<file path="config.mk">
export PLATFORM = sky130hd
export DESIGN_NAME = depth_warp_row_hole_fill
export DESIGN_NICKNAME = d
export VERILOG_FILES = /design/src/dwrhf_pkg.sv /design/src/depth_warp_row_hole_fill.sv /design/src/dwrhf_front.sv /design/src/dwrhf_queue.sv /design/src/dwrhf_back.sv
export SDC_FILE = /design/constraint.sdc
export NUM_CORES = 1
export LEC_CHECK = 0
export ABC_AREA = 1
export BUFFER_PORTS_ARGS = -buffer_cell sky130_fd_sc_hd__buf_2
export CAP_MARGIN = 15
export CORE_MARGIN = 2
export CORE_UTILIZATION = 55
export CTS_CLUSTER_SIZE = 8
export DETAILED_ROUTE_END_ITERATION = 8
export PLACE_DENSITY_LB_ADDON = 0.1
export SLEW_MARGIN = 20
export SYNTH_ARGS = -nofsm -noshare
export SYNTH_HDL_FRONTEND = slang
export SYNTH_SLANG_ARGS = --single-unit
</file>
<file path="constraint.sdc">
create_clock -name clk -period 23.9 [get_ports clk]
set_clock_uncertainty 0.1 [all_clocks]
set_input_delay 0 -clock clk [delete_from_list [all_inputs] [get_ports clk]]
set_output_delay 0 -clock clk [all_outputs]
set_load 0.05 [all_outputs]
</file>
<file path="src/dwrhf_pkg.sv">
`timescale 1ns / 1ps

package dwrhf_pkg;

	// Field widths of the pixel and write beats
	localparam int COLOR_W = 24;
	localparam int DEPTH_W = 8;
	localparam int COL_W   = 11;

	// Stream data widths, padded to whole bytes
	localparam int S_TDATA_W = 32;
	localparam int M_TDATA_W = 40;

	// Configuration registers
	localparam int CFG_W         = 12;
	localparam int PADDR_W       = 3;
	localparam int PDATA_W       = 32;
	localparam int ROW_WIDTH_RST = 640;

	localparam logic [PADDR_W-3:0] REG_ROW_WIDTH = 1'b0;
	localparam logic [PADDR_W-3:0] REG_DIRECTION = 1'b1;

	// Defaults for the top level parameters
	localparam int MAX_WIDTH_DEF   = 2048;
	localparam int QUEUE_DEPTH_DEF = 4;

	// Shift arithmetic: num = 100*(256-d), den = 1258-d, shift in 0..21
	localparam int NUM_W     = 15;
	localparam int DEN_W     = 11;
	localparam int SHIFT_N   = 21;
	localparam int SHIFT_W   = 5;
	localparam int SHIFT_MUL = 100;
	localparam int NUM_BASE  = 256;
	localparam int DEN_BASE  = 1258;

	// Hole fill limit per pixel
	localparam int MAX_FILL = 21;
	localparam int FILL_W   = 5;

	typedef struct packed {
		logic [CFG_W-1:0] row_width;
		logic             direction;
	} cfg_t;

endpackage

</file>
<file path="src/depth_warp_row_hole_fill.sv">
`timescale 1ns / 1ps

// Forward warp of one image row by its depth map, with hole fill.
// Slave stream: one beat per source pixel in scan order (left to right when
// direction is 0, right to left when 1). Master stream: one beat per column
// write, the target write first and then the hole-fill writes stepping from
// the previous target; tlast marks the final write of each pixel. A pixel
// whose target falls outside the row gives no beats.
// The front takes one pixel per cycle through two pipeline stages (shift
// ratio, then target and fill span) and posts a job to a short queue. The
// back emits one write beat per cycle, so a pixel costs 1 + fills beats
// (1 to 22) at the output; the back's write count sets the sustained rate,
// and the queue absorbs fill bursts. A pixel's first beat passes both front
// stages, the queue and the output register of the back.
// A stalled receiver holds the output beat; the back, then the queue, then
// the front fill up and s_tready drops.
// Reset sets row_width to 640, direction to 0 and starts a new row; any
// register write also restarts the row. Write registers only while idle.
// Registers (APB): 0x0 row_width, 0x4 direction.

module depth_warp_row_hole_fill import dwrhf_pkg::*; #(
	parameter int MAX_WIDTH   = MAX_WIDTH_DEF,
	parameter int QUEUE_DEPTH = QUEUE_DEPTH_DEF
) (
	input  logic                 clk,
	input  logic                 arst_n,
	// slave stream
	input  logic                 s_tvalid,
	output logic                 s_tready,
	input  logic [S_TDATA_W-1:0] s_tdata,  // [23:0] pixel_color, [31:24] depth
	// master stream
	output logic                 m_tvalid,
	input  logic                 m_tready,
	output logic [M_TDATA_W-1:0] m_tdata,  // [10:0] column, [34:11] write_color, pad
	output logic                 m_tlast,  // last_write
	// configuration
	input  logic                 psel,
	input  logic                 penable,
	input  logic                 pwrite,
	input  logic [PADDR_W-1:0]   paddr,
	input  logic [PDATA_W-1:0]   pwdata,
	output logic [PDATA_W-1:0]   prdata,
	output logic                 pready
);

	localparam int PW = $clog2(MAX_WIDTH + 1);
	localparam int JW = COLOR_W + 2 * PW + 1 + FILL_W;

	cfg_t               cfg_q, cfg_nxt;
	logic               wr;
	logic [PADDR_W-3:0] idx;

	logic               f_valid, f_ready, b_valid, b_ready;
	logic [JW-1:0]      f_data, b_data;
	logic [COL_W-1:0]   o_column;
	logic [COLOR_W-1:0] o_color;

	// Register file
	assign pready = 1'b1;
	assign idx    = paddr[PADDR_W-1:2];
	assign wr     = psel && penable && pwrite && pready;

	always_comb begin
		cfg_nxt = cfg_q;
		if (wr) begin
			unique case (idx)
				REG_ROW_WIDTH: cfg_nxt.row_width = pwdata[CFG_W-1:0];
				REG_DIRECTION: cfg_nxt.direction = pwdata[0];
				default: cfg_nxt = cfg_q;
			endcase
		end
	end

	always_comb begin
		unique case (idx)
			REG_ROW_WIDTH: prdata = PDATA_W'(cfg_q.row_width);
			REG_DIRECTION: prdata = PDATA_W'(cfg_q.direction);
			default: prdata = '0;
		endcase
	end

	always_ff @(posedge clk or negedge arst_n) begin
		if (!arst_n) begin
			cfg_q.row_width <= CFG_W'(ROW_WIDTH_RST);
			cfg_q.direction <= 1'b0;
		end else begin
			cfg_q <= cfg_nxt;
		end
	end

	// Front: shift ratio, target and fill span
	dwrhf_front #(.MAX_WIDTH(MAX_WIDTH)) u_front (
		.clk      (clk),
		.arst_n   (arst_n),
		.cfg      (cfg_q),
		.cfg_nxt  (cfg_nxt),
		.restart  (wr),
		.in_valid (s_tvalid),
		.in_ready (s_tready),
		.in_color (s_tdata[COLOR_W-1:0]),
		.in_depth (s_tdata[COLOR_W +: DEPTH_W]),
		.job_valid(f_valid),
		.job_ready(f_ready),
		.job_data (f_data)
	);

	// Job queue
	dwrhf_queue #(.DW(JW), .DEPTH(QUEUE_DEPTH)) u_queue (
		.clk       (clk),
		.arst_n    (arst_n),
		.push_valid(f_valid),
		.push_ready(f_ready),
		.push_data (f_data),
		.pop_valid (b_valid),
		.pop_ready (b_ready),
		.pop_data  (b_data)
	);

	// Back: write beat sequencer
	dwrhf_back #(.MAX_WIDTH(MAX_WIDTH)) u_back (
		.clk       (clk),
		.arst_n    (arst_n),
		.job_valid (b_valid),
		.job_ready (b_ready),
		.job_data  (b_data),
		.out_valid (m_tvalid),
		.out_ready (m_tready),
		.out_column(o_column),
		.out_color (o_color),
		.out_last  (m_tlast)
	);

	assign m_tdata = {{(M_TDATA_W - COL_W - COLOR_W){1'b0}}, o_color, o_column};

endmodule

</file>
<file path="src/dwrhf_front.sv">
`timescale 1ns / 1ps

module dwrhf_front import dwrhf_pkg::*; #(
	parameter int MAX_WIDTH = MAX_WIDTH_DEF,
	localparam int PW = $clog2(MAX_WIDTH + 1),
	localparam int JW = COLOR_W + 2 * PW + 1 + FILL_W
) (
	input  logic               clk,
	input  logic               arst_n,
	input  cfg_t               cfg,
	input  cfg_t               cfg_nxt,
	input  logic               restart,
	input  logic               in_valid,
	output logic               in_ready,
	input  logic [COLOR_W-1:0] in_color,
	input  logic [DEPTH_W-1:0] in_depth,
	output logic               job_valid,
	input  logic               job_ready,
	output logic [JW-1:0]      job_data
);

	localparam int TW = PW + 2;
	localparam int EW = (PW > CFG_W) ? PW : CFG_W;

	typedef struct packed {
		logic [COLOR_W-1:0] color;
		logic [PW-1:0]      tgt;
		logic [PW-1:0]      p0;
		logic               down;
		logic [FILL_W-1:0]  fills;
	} job_t;

	// Row width saturated to 1..MAX_WIDTH
	function automatic logic [PW-1:0] eff_width(input logic [CFG_W-1:0] rw);
		logic [EW-1:0] ext;
		ext = EW'(rw);
		if (rw == '0) return PW'(1);
		if (ext > EW'(MAX_WIDTH)) return PW'(MAX_WIDTH);
		return PW'(ext);
	endfunction

	logic [PW-1:0] w, w_nxt;
	logic [PW-1:0] col_q, xp_q;
	logic          acc, row_end_in;
	logic [PW-1:0] col_next;

	logic [NUM_W-1:0] num_in;
	logic [DEN_W-1:0] den_in;

	logic               v_s1, end_s1;
	logic [COLOR_W-1:0] color_s1;
	logic [NUM_W-1:0]   num_s1;
	logic [DEN_W-1:0]   den_s1;
	logic [PW-1:0]      x_s1;

	logic [SHIFT_N-1:0] cmp;
	logic [SHIFT_W-1:0] sh;

	logic               v_s2, end_s2;
	logic [COLOR_W-1:0] color_s2;
	logic [SHIFT_W-1:0] sh_s2;
	logic [PW-1:0]      x_s2;

	logic signed [TW-1:0] x_t, sh_t, xn, xp_t, diff, mag, mag_m1;
	logic                 ok, down, rd1, rd2, leave;
	logic [FILL_W-1:0]    fills;
	job_t                 job;

	assign w     = eff_width(cfg.row_width);
	assign w_nxt = eff_width(cfg_nxt.row_width);

	// Column counter walks the row in scan order
	assign acc = in_valid && in_ready;

	always_comb begin
		if (cfg.direction) begin
			row_end_in = (col_q == '0) || (col_q >= w);
			col_next   = row_end_in ? (w - PW'(1)) : (col_q - PW'(1));
		end else begin
			row_end_in = ((PW + 1)'(col_q) + (PW + 1)'(1)) >= (PW + 1)'(w);
			col_next   = row_end_in ? '0 : (col_q + PW'(1));
		end
	end

	// Numerator and denominator of the shift ratio
	assign num_in = NUM_W'(NUM_BASE - int'(in_depth)) * NUM_W'(SHIFT_MUL);
	assign den_in = DEN_W'(DEN_BASE) - DEN_W'(in_depth);

	// Shift: floor counts k*den <= num for k >= 1, ceil counts k*den < num
	always_comb begin
		for (int k = 0; k < SHIFT_N; k++) begin
			if (cfg.direction)
				cmp[k] = num_s1 > (NUM_W'(den_s1) * NUM_W'(k));
			else
				cmp[k] = (k != 0) && (num_s1 >= (NUM_W'(den_s1) * NUM_W'(k)));
		end
		sh = SHIFT_W'($countones(cmp));
	end

	// Target, range check and fill span against the previous target
	always_comb begin
		x_t    = $signed({2'b00, x_s2});
		sh_t   = $signed(TW'(sh_s2));
		xn     = cfg.direction ? (x_t - sh_t) : (x_t + sh_t);
		ok     = !xn[TW-1] && (xn < $signed({2'b00, w}));
		xp_t   = $signed({2'b00, xp_q});
		diff   = xn - xp_t;
		down   = diff[TW-1];
		mag    = down ? -diff : diff;
		mag_m1 = mag - $signed(TW'(1));
		if (diff == '0)
			fills = '0;
		else if (mag_m1 > $signed(TW'(MAX_FILL)))
			fills = FILL_W'(MAX_FILL);
		else
			fills = FILL_W'(mag_m1);
		job.color = color_s2;
		job.tgt   = PW'(xn);
		job.p0    = down ? (xp_q - PW'(1)) : (xp_q + PW'(1));
		job.down  = down;
		job.fills = fills;
	end

	assign job_data  = job;
	assign job_valid = v_s2 && ok;

	// Pipeline flow: a rejected target leaves without a queue slot
	assign rd2      = !v_s2 || !ok || job_ready;
	assign rd1      = !v_s1 || rd2;
	assign in_ready = rd1;
	assign leave    = v_s2 && rd2;

	// Control state
	always_ff @(posedge clk or negedge arst_n) begin
		if (!arst_n) begin
			v_s1  <= 1'b0;
			v_s2  <= 1'b0;
			col_q <= '0;
			xp_q  <= '0;
		end else begin
			if (rd1) v_s1 <= in_valid;
			if (rd2) v_s2 <= v_s1;
			if (restart) begin
				col_q <= cfg_nxt.direction ? (w_nxt - PW'(1)) : '0;
				xp_q  <= cfg_nxt.direction ? w_nxt : '0;
			end else begin
				if (acc) col_q <= col_next;
				if (leave) begin
					if (end_s2)
						xp_q <= cfg.direction ? w : '0;
					else if (ok)
						xp_q <= PW'(xn);
				end
			end
		end
	end

	// Payload
	always_ff @(posedge clk) begin
		if (rd1) begin
			color_s1 <= in_color;
			num_s1   <= num_in;
			den_s1   <= den_in;
			x_s1     <= col_q;
			end_s1   <= row_end_in;
		end
		if (rd2) begin
			color_s2 <= color_s1;
			sh_s2    <= sh;
			x_s2     <= x_s1;
			end_s2   <= end_s1;
		end
	end

	// Column stays inside the row; previous target at most one past its end
	a_col_in_row: assert property (@(posedge clk) disable iff (!arst_n)
		col_q < w)
		else $error("column counter outside the row");

	a_prev_in_range: assert property (@(posedge clk) disable iff (!arst_n)
		xp_q <= w)
		else $error("previous target beyond the row width");

endmodule

</file>
<file path="src/dwrhf_queue.sv">
`timescale 1ns / 1ps

module dwrhf_queue import dwrhf_pkg::*; #(
	parameter int DW    = 8,
	parameter int DEPTH = QUEUE_DEPTH_DEF,
	localparam int AW = (DEPTH > 1) ? $clog2(DEPTH) : 1,
	localparam int CW = $clog2(DEPTH + 1)
) (
	input  logic          clk,
	input  logic          arst_n,
	input  logic          push_valid,
	output logic          push_ready,
	input  logic [DW-1:0] push_data,
	output logic          pop_valid,
	input  logic          pop_ready,
	output logic [DW-1:0] pop_data
);

	logic [DW-1:0] mem [DEPTH];
	logic [AW-1:0] wr_q, rd_q;
	logic [CW-1:0] cnt_q;
	logic          do_push, do_pop;

	assign push_ready = cnt_q != CW'(DEPTH);
	assign pop_valid  = cnt_q != '0;
	assign pop_data   = mem[rd_q];
	assign do_push    = push_valid && push_ready;
	assign do_pop     = pop_valid && pop_ready;

	// Pointers and fill level
	always_ff @(posedge clk or negedge arst_n) begin
		if (!arst_n) begin
			wr_q  <= '0;
			rd_q  <= '0;
			cnt_q <= '0;
		end else begin
			if (do_push) wr_q <= (wr_q == AW'(DEPTH - 1)) ? '0 : wr_q + AW'(1);
			if (do_pop) rd_q <= (rd_q == AW'(DEPTH - 1)) ? '0 : rd_q + AW'(1);
			if (do_push && !do_pop)
				cnt_q <= cnt_q + CW'(1);
			else if (do_pop && !do_push)
				cnt_q <= cnt_q - CW'(1);
		end
	end

	// Entry storage
	always_ff @(posedge clk) begin
		if (do_push) mem[wr_q] <= push_data;
	end

endmodule

</file>
<file path="src/dwrhf_back.sv">
`timescale 1ns / 1ps

module dwrhf_back import dwrhf_pkg::*; #(
	parameter int MAX_WIDTH = MAX_WIDTH_DEF,
	localparam int PW = $clog2(MAX_WIDTH + 1),
	localparam int JW = COLOR_W + 2 * PW + 1 + FILL_W
) (
	input  logic               clk,
	input  logic               arst_n,
	input  logic               job_valid,
	output logic               job_ready,
	input  logic [JW-1:0]      job_data,
	output logic               out_valid,
	input  logic               out_ready,
	output logic [COL_W-1:0]   out_column,
	output logic [COLOR_W-1:0] out_color,
	output logic               out_last
);

	typedef struct packed {
		logic [COLOR_W-1:0] color;
		logic [PW-1:0]      tgt;
		logic [PW-1:0]      p0;
		logic               down;
		logic [FILL_W-1:0]  fills;
	} job_t;

	job_t               job;
	logic               ov_q, last_q, down_q, free;
	logic [FILL_W-1:0]  left_q;
	logic [PW-1:0]      pos_q, col_q;
	logic [COLOR_W-1:0] color_q;

	assign job       = job_data;
	assign free      = !ov_q || out_ready;
	assign job_ready = free && (left_q == '0);

	assign out_valid  = ov_q;
	assign out_column = COL_W'(col_q);
	assign out_color  = color_q;
	assign out_last   = last_q;

	// Beat sequencing: target write first, then fills toward the new target
	always_ff @(posedge clk or negedge arst_n) begin
		if (!arst_n) begin
			ov_q   <= 1'b0;
			left_q <= '0;
		end else if (free) begin
			if (left_q != '0) begin
				ov_q   <= 1'b1;
				left_q <= left_q - FILL_W'(1);
			end else if (job_valid) begin
				ov_q   <= 1'b1;
				left_q <= job.fills;
			end else begin
				ov_q <= 1'b0;
			end
		end
	end

	// Output beat and fill position
	always_ff @(posedge clk) begin
		if (free) begin
			if (left_q != '0) begin
				col_q  <= pos_q;
				last_q <= left_q == FILL_W'(1);
				pos_q  <= down_q ? (pos_q - PW'(1)) : (pos_q + PW'(1));
			end else if (job_valid) begin
				col_q   <= job.tgt;
				color_q <= job.color;
				last_q  <= job.fills == '0;
				pos_q   <= job.p0;
				down_q  <= job.down;
			end
		end
	end

	// Last flag agrees with the fills still owed
	a_last_matches: assert property (@(posedge clk) disable iff (!arst_n)
		ov_q |-> (last_q == (left_q == '0)))
		else $error("last flag disagrees with remaining fill count");

	// A stalled beat freezes the fill sequencer
	a_stall_holds: assert property (@(posedge clk) disable iff (!arst_n)
		(ov_q && !out_ready) |=> ($stable(left_q) && $stable(pos_q)))
		else $error("fill sequencer moved while output stalled");

	a_fill_bound: assert property (@(posedge clk) disable iff (!arst_n)
		left_q <= FILL_W'(MAX_FILL))
		else $error("fill count beyond limit");

endmodule

</file>
---- Yosys cells after proc, flatten, opt, wreduce, memory -nomap -nowiden ----
Memories as Yosys holds them, arrays and structs flattened.
Index checks and enable logic that the tools add are counted.
storage, ports and cells
  flip-flop bits (word level) ............. 204
  latch bits .............................. 0
  RAM bits ................................ 216
  ROM bits ................................ 0
  input bits .............................. 74
  output and inout bits ................... 76
  word-level logic and storage cells ...... 249
  memories ................................ 1
operators by class
  add/subtract/negate cells ............... 41
  multiply operators ...................... 16
  divide/modulo/power cells ............... 0
  magnitude comparators ................... 47
  equality and inequality tests ........... 4
  shifts and indexed selects .............. 0
  muxes and demuxes ....................... 74
  bitwise gates (word level) .............. 2
  reduce and logical (&&, ||, !) cells .... 39
memory list
  memory       depth  width  rd ports  clocked after Yosys merged registers in  write ports  RTL line           RTL
  u_queue.mem  4      54     1         0                                        1            dwrhf_queue.sv:19  logic [DW-1:0] mem [DEPTH];
operators with widths
  cell                                                number
  2-to-1 mux 12 bit                                   25
  >= comparator 15 bit                                12
  > comparator 15 bit                                 12
  case mux 32 bit (2 select lines)                    1
  >= comparator 15 x 14 -> 1 bit                      4
  > comparator 15 x 14 -> 1 bit                       4
  multiplier 11 x 4 -> 15 bit, second input constant  4
  subtractor 12 x 1 -> 12 bit, second input constant  5
  multiplier 11 x 3 -> 14 bit, second input constant  4
  adder 5 bit                                         9
  multiplier 11 x 2 -> 13 bit, second input constant  3
  adder 12 x 1 -> 12 bit, second input constant       3
  logical NOT 12 bit                                  3
  2-to-1 mux 1 bit                                    35
  >= comparator 15 x 13 -> 1 bit                      2
  > comparator 15 x 13 -> 1 bit                       2
  multiplier 11 x 5 -> 15 bit, second input constant  2
  2-to-1 mux 14 bit                                   2
  > comparator 12 bit, second input constant          2
  2-to-1 mux 11 bit                                   2
  adder 1 x 1 -> 2 bit                                10
  2-to-1 mux 5 bit                                    4
  >= comparator 15 x 11 -> 1 bit                      1
  >= comparator 15 x 12 -> 1 bit                      1
  other kinds (40)                                    71

---- Depth between registers and ports, before layout ----
  word-level depth ........................ 14
  gate-level depth with buffers ........... 36
  depth with buffers taken out ............ 36

---- By module ----
A second synthesis with hierarchy kept.
second synthesis, totals
  cells, all modules ...................... 3621
  area, all modules ....................... 33613.5 µm²
by module, submodules not included
  module                    times used  cells each  area each (µm²)  seq. area each (µm²)
  dwrhf_front               1           2513        20339.5          3713.6
  dwrhf_queue               1           688         9581.7           6661.4
  dwrhf_back                1           265         2656.3           1591.5
  depth_warp_row_hole_fill  1           155         1036.0           327.8

---- Worst setup path after synthesis ----
No wires, ideal clock.
  path kind ............................... flip-flop to flip-flop
  start ................................... register u_front.den_s1[3]
  end ..................................... register u_front.sh_s2[2] (data pin)
  library setup time ...................... 0.261 ns
  arrival time ............................ 7.198 ns
  required time ........................... 23.539 ns
  setup slack ............................. 16.341 ns
  stages on the path, launching flop included .. 31
  path buffers ............................ 0
  clock period less this slack ............ 7.559 ns
  cell sequence ........................... edfxtp_1 -> fa_1 -> fa_1 -> ha_1 -> inv_1 -> o31ai_1 -> nand4_1 -> o211ai_1 -> a21oi_1 -> o21bai_1 -> a21oi_1 -> nor2_1 -> nor2_1 -> xor2_1 -> ha_1 -> nand2_1 -> nor2_1 -> nand4_1 -> o21ai_0 -> inv_1 -> ha_1 -> inv_1 -> fa_1 -> inv_1 -> fa_1 -> inv_1 -> fa_1 -> fa_1 -> inv_1 -> fa_1 -> xor2_1
between the ends
  longest elaborated chain between the ends .. 8
  elaborated cells on any way between the ends .. 95
  those cells by class .................... add/sub: 20; mul: 15; order compare: 40; mux: 20
RTL lines
  what                                                          RTL line                              RTL
  from (decl)                                                   dwrhf_front.sv:53                     logic [DEN_W-1:0] den_s1;
  from (signal assigned)                                        dwrhf_front.sv:163                    den_s1 <= den_in;
  multiplier 11 x 2 -> 13 bit, or another cell as far along     dwrhf_front.sv:93, dwrhf_front.sv:95
  >= comparator 15 x 13 -> 1 bit, or another cell as far along  dwrhf_front.sv:95                     cmp[k] = (k != 0) && (num_s1 >= (NUM_W'(den_s1) * NUM_W'(k)));
  2-to-1 mux 1 bit                                              dwrhf_front.sv:92                     if (cfg.direction)
  adder 1 x 1 -> 2 bit (not written as such)                    dwrhf_front.sv:97                     sh = SHIFT_W'($countones(cmp));
  adder 5 bit (not written as such) (3 in a row)                dwrhf_front.sv:97
  adder 5 bit (not written as such) *                           dwrhf_front.sv:97
  net u_front.sh[2]                                             dwrhf_front.sv:57                     logic [SHIFT_W-1:0] sh;
  to (signal assigned)                                          dwrhf_front.sv:169                    sh_s2 <= sh;
  to (decl)                                                     dwrhf_front.sv:61                     logic [SHIFT_W-1:0] sh_s2;
Mark *: on every way through the listed nets, which the timed path passes. The rest lies on a longest branch.
A chain may end at the register's enable or synchronous reset.

---- Worst setup path after layout ----
  start ................................... register u_front.den_s1[2]
  end ..................................... register u_front.sh_s2[2] (data pin)
Same word-level chain as after synthesis.

==> results.md <==
- Outcome: finished clean
- FP Rows: 88
- Antenna cell count: 0
- Worst reg2reg endpoint: u_front.sh_s2[2]
- Max cap viols: 0
- Most common cell in the netlist: nand2_1
- Post-route minimum period: 8460 ps
- Pre-antenna DRT Iters: 6
- Die Y: 246 um
- YS warnings: 0
- Slowest CP cell: edfxtp_1
- Vias in the first global route: 25800
- Vias per cell: 5.65
- Final setup viols: 0
- Gr ovfl total: 0
- Largest net degree at the start of global routing: 108
- Clock sinks: 410
- Final antenna-violating net count: 0
- Post-synth cell types: 69
- Area of the multi-input gates: 18100 um^2
- Top cells by area, synth: edfxtp_1 33%, ha_1 19%, nand2_1 6.1%, fa_1 5.1%, inv_1 5.0%
- Asr flop ratio synth: 12.7%
- Max transition margin: 27.0%
- First-pass GRT wire length: 131 mm
- Post-cts hold buffer count: 75
- DR iter-0 viols: 1504
- Fill cells: 4759
- Place WS: 15470 ps
- CORE AREA: 57800 um^2
- Fin. Hold Viols: 0
- Initial antenna violation count: 0
- Post-synth top flop: edfxtp_1
- Hold Crit Class: input pin to asynchronous set/reset pin
- IO Pins: 150
- Num CTS Buffers: 57
- DIE WIDTH: 246 um
- PnR worst setup slack: 15440 ps
- Worst setup path class: flip-flop to flip-flop
- Number of remaining DRC errors: 0
- Routed wire per std cell: 18.0 um
- RSZ-0062 raised after global routing: no
- R2R setup slack: 15440 ps
- Setup tns final: 0 ps
- Initial core utilization: 55.8%
- Clk slew on worst S/H paths: 60 ps
- Critical path data required time: 24140 ps
- CTS resizes: 0
- Startpoint Class: flip-flop
- CTS max path bufs: 3
- Synthesized flop and latch total: 410
- Slew Limit Fails: 0
- Number of vias in the routed layout: 25600
- Post-DP HPWL: 57.4 mm
- Mapped Area: 32300 um^2
- Cell repeated most along the worst path: fa_1
- Crit end category: flip-flop
- Avg Cell Area, Syn: 9.15 um^2
- Synth top area share: 33.3%
- Clk root buf: clkbuf_16
- CP Data Arrival Time: 8700 ps
- RR Startpoint: u_front.den_s1[2]
- CP Max Fanout: 13
- WHS: 0.242 ps
- Largest stage delay, worst path: 820 ps
- Post-Syn Instances: 3525
- Yosys top cell by area: edfxtp_1
- Final WL: 81.5 mm
- Sequential share of the synthesized area: 37.4%
- Area Overhead vs Synth: 11.7%
- Post-synth EDFFs: 358
- Worst skew pair latency: 620 ps
- GP Congestion: 0.922
- Postcts setup bufs: 0
- Share of cells above drive strength 1: 7.97%
- Post-layout util: 62.4%
- FMAX: 0.118 GHz
- CTS tree: yes
- Reg area: 12100 um^2
- PortBufs: 101
- Crit share post-route: 35.4%
- Worst slew pin tran: 1100 ps
- Post-synth top cells: 526 x nand2_1, 481 x ha_1, 434 x inv_1
- R2r worst-path depth: 30
- Die area: 60600 um^2
- CTS H-Tree Depth: 2
- Final Net Count: 4367
- Total GRT Usage: 27.3%
==> logic make-up (layout without fill, tap and decap cells) <==
family | count (synthesis) | after routing | synth area share, %
simple gates | 1128 | 1128 | 14.9
compound gates | 701 | 701 | 12.4
fa+ha+maj | 564 | 564 | 23.8
buf+inv | 557 | 770 | 7.03
flops | 410 | 410 | 37.4
xor+xnor | 162 | 162 | 4.42
other cells | 2 | 26 | 0.0233
mux | 1 | 1 | 0.0349
==> state kept, by name, summed over array words and instances, names as in the netlist, 13 cells and up <==
signal and count:
u_back.out_color 24, u_front.color_s1 24, u_front.color_s2 24, cfg_q 13, u_queue.mem 208
==> worst max-delay path: cells and delay by family, from the launching register on <==
family,cells,cell delay [ps]
AOI/OAI and AO/OA,6,1260
buffers and inverters,6,440
adders and majority gates,10,4560
xor gates and xnor gates,2,320
and+or+nand+nor,6,660
DFF,1,820
==> cell type report <==
cell class / count / share of cell area, %
well taps: 765 / 2.65
multi-input cells: 2582 / 50.2
flip-flops and latches: 410 / 33.4
repair buffers: 218 / 4.41
clock buffers: 88 / 4.31
clock inverters: 4 / 0.236
inverters: 460 / 4.79
==> cells in the final DEF, fill, tap and decap left out, types with 5 or more instances in the layout <==
cell           instances
dlygate4sd3_1         75
o2111ai_1              8
nor3_1                44
inv_1                433
o22ai_1               44
clkbuf_16             57
a211oi_1              16
nand2_2               13
nand3_2                7
nor4_1                15
inv_2                 23
conb_1                26
o21ai_2                8
o21ai_1               32
nand3b_1               8
xnor2_1               35
a21oi_1              244
ha_1                 481
nor2_2                10
buf_2                101
buf_4                 41
xor2_1               126
nand3_1              116
nor2_1               323
edfxtp_1             358
nand2_1              526
o31ai_1                7
nor2_4                 7
fa_1                  83
o21ai_0              227
o21bai_1              27
a31oi_1               22
a31o_2                 5
clkbuf_1              30
o211ai_1              15
nand4_1               45
a21o_1                 9
dfrtp_1               49
==> worst max-delay path by stage <==
stage,from,endpoint
floorplan,u_front.den_s1[3],u_front.sh_s2[2]
global placement,u_front.den_s1[2],u_front.sh_s2[2]
detailed placement,u_front.den_s1[2],u_front.sh_s2[2]
CTS,u_front.den_s1[2],u_front.sh_s2[2]
global route,u_front.den_s1[2],u_front.sh_s2[2]
finish,u_front.den_s1[2],u_front.sh_s2[2]
==> per-stage QoR <==
step	std cells	instance area (um^2)
floorplan	3549	32400
detailed placement	4359	33600
global route	4527	36100
global placement	4359	33600
finish	4527	36100
CTS	4526	36000
==> routing by layer <==
layer | part of all wire [%] | track usage [%]
met5 | 0 | 0
met4 | 3.6 | 9.89
met3 | 5.4 | 4.13
met2 | 48 | 47.8
met1 | 43 | 34.3
Power is left out: the tool's default activity adds up to more than one toggle a clock period on the data nets, which glitch-free logic cannot reach.
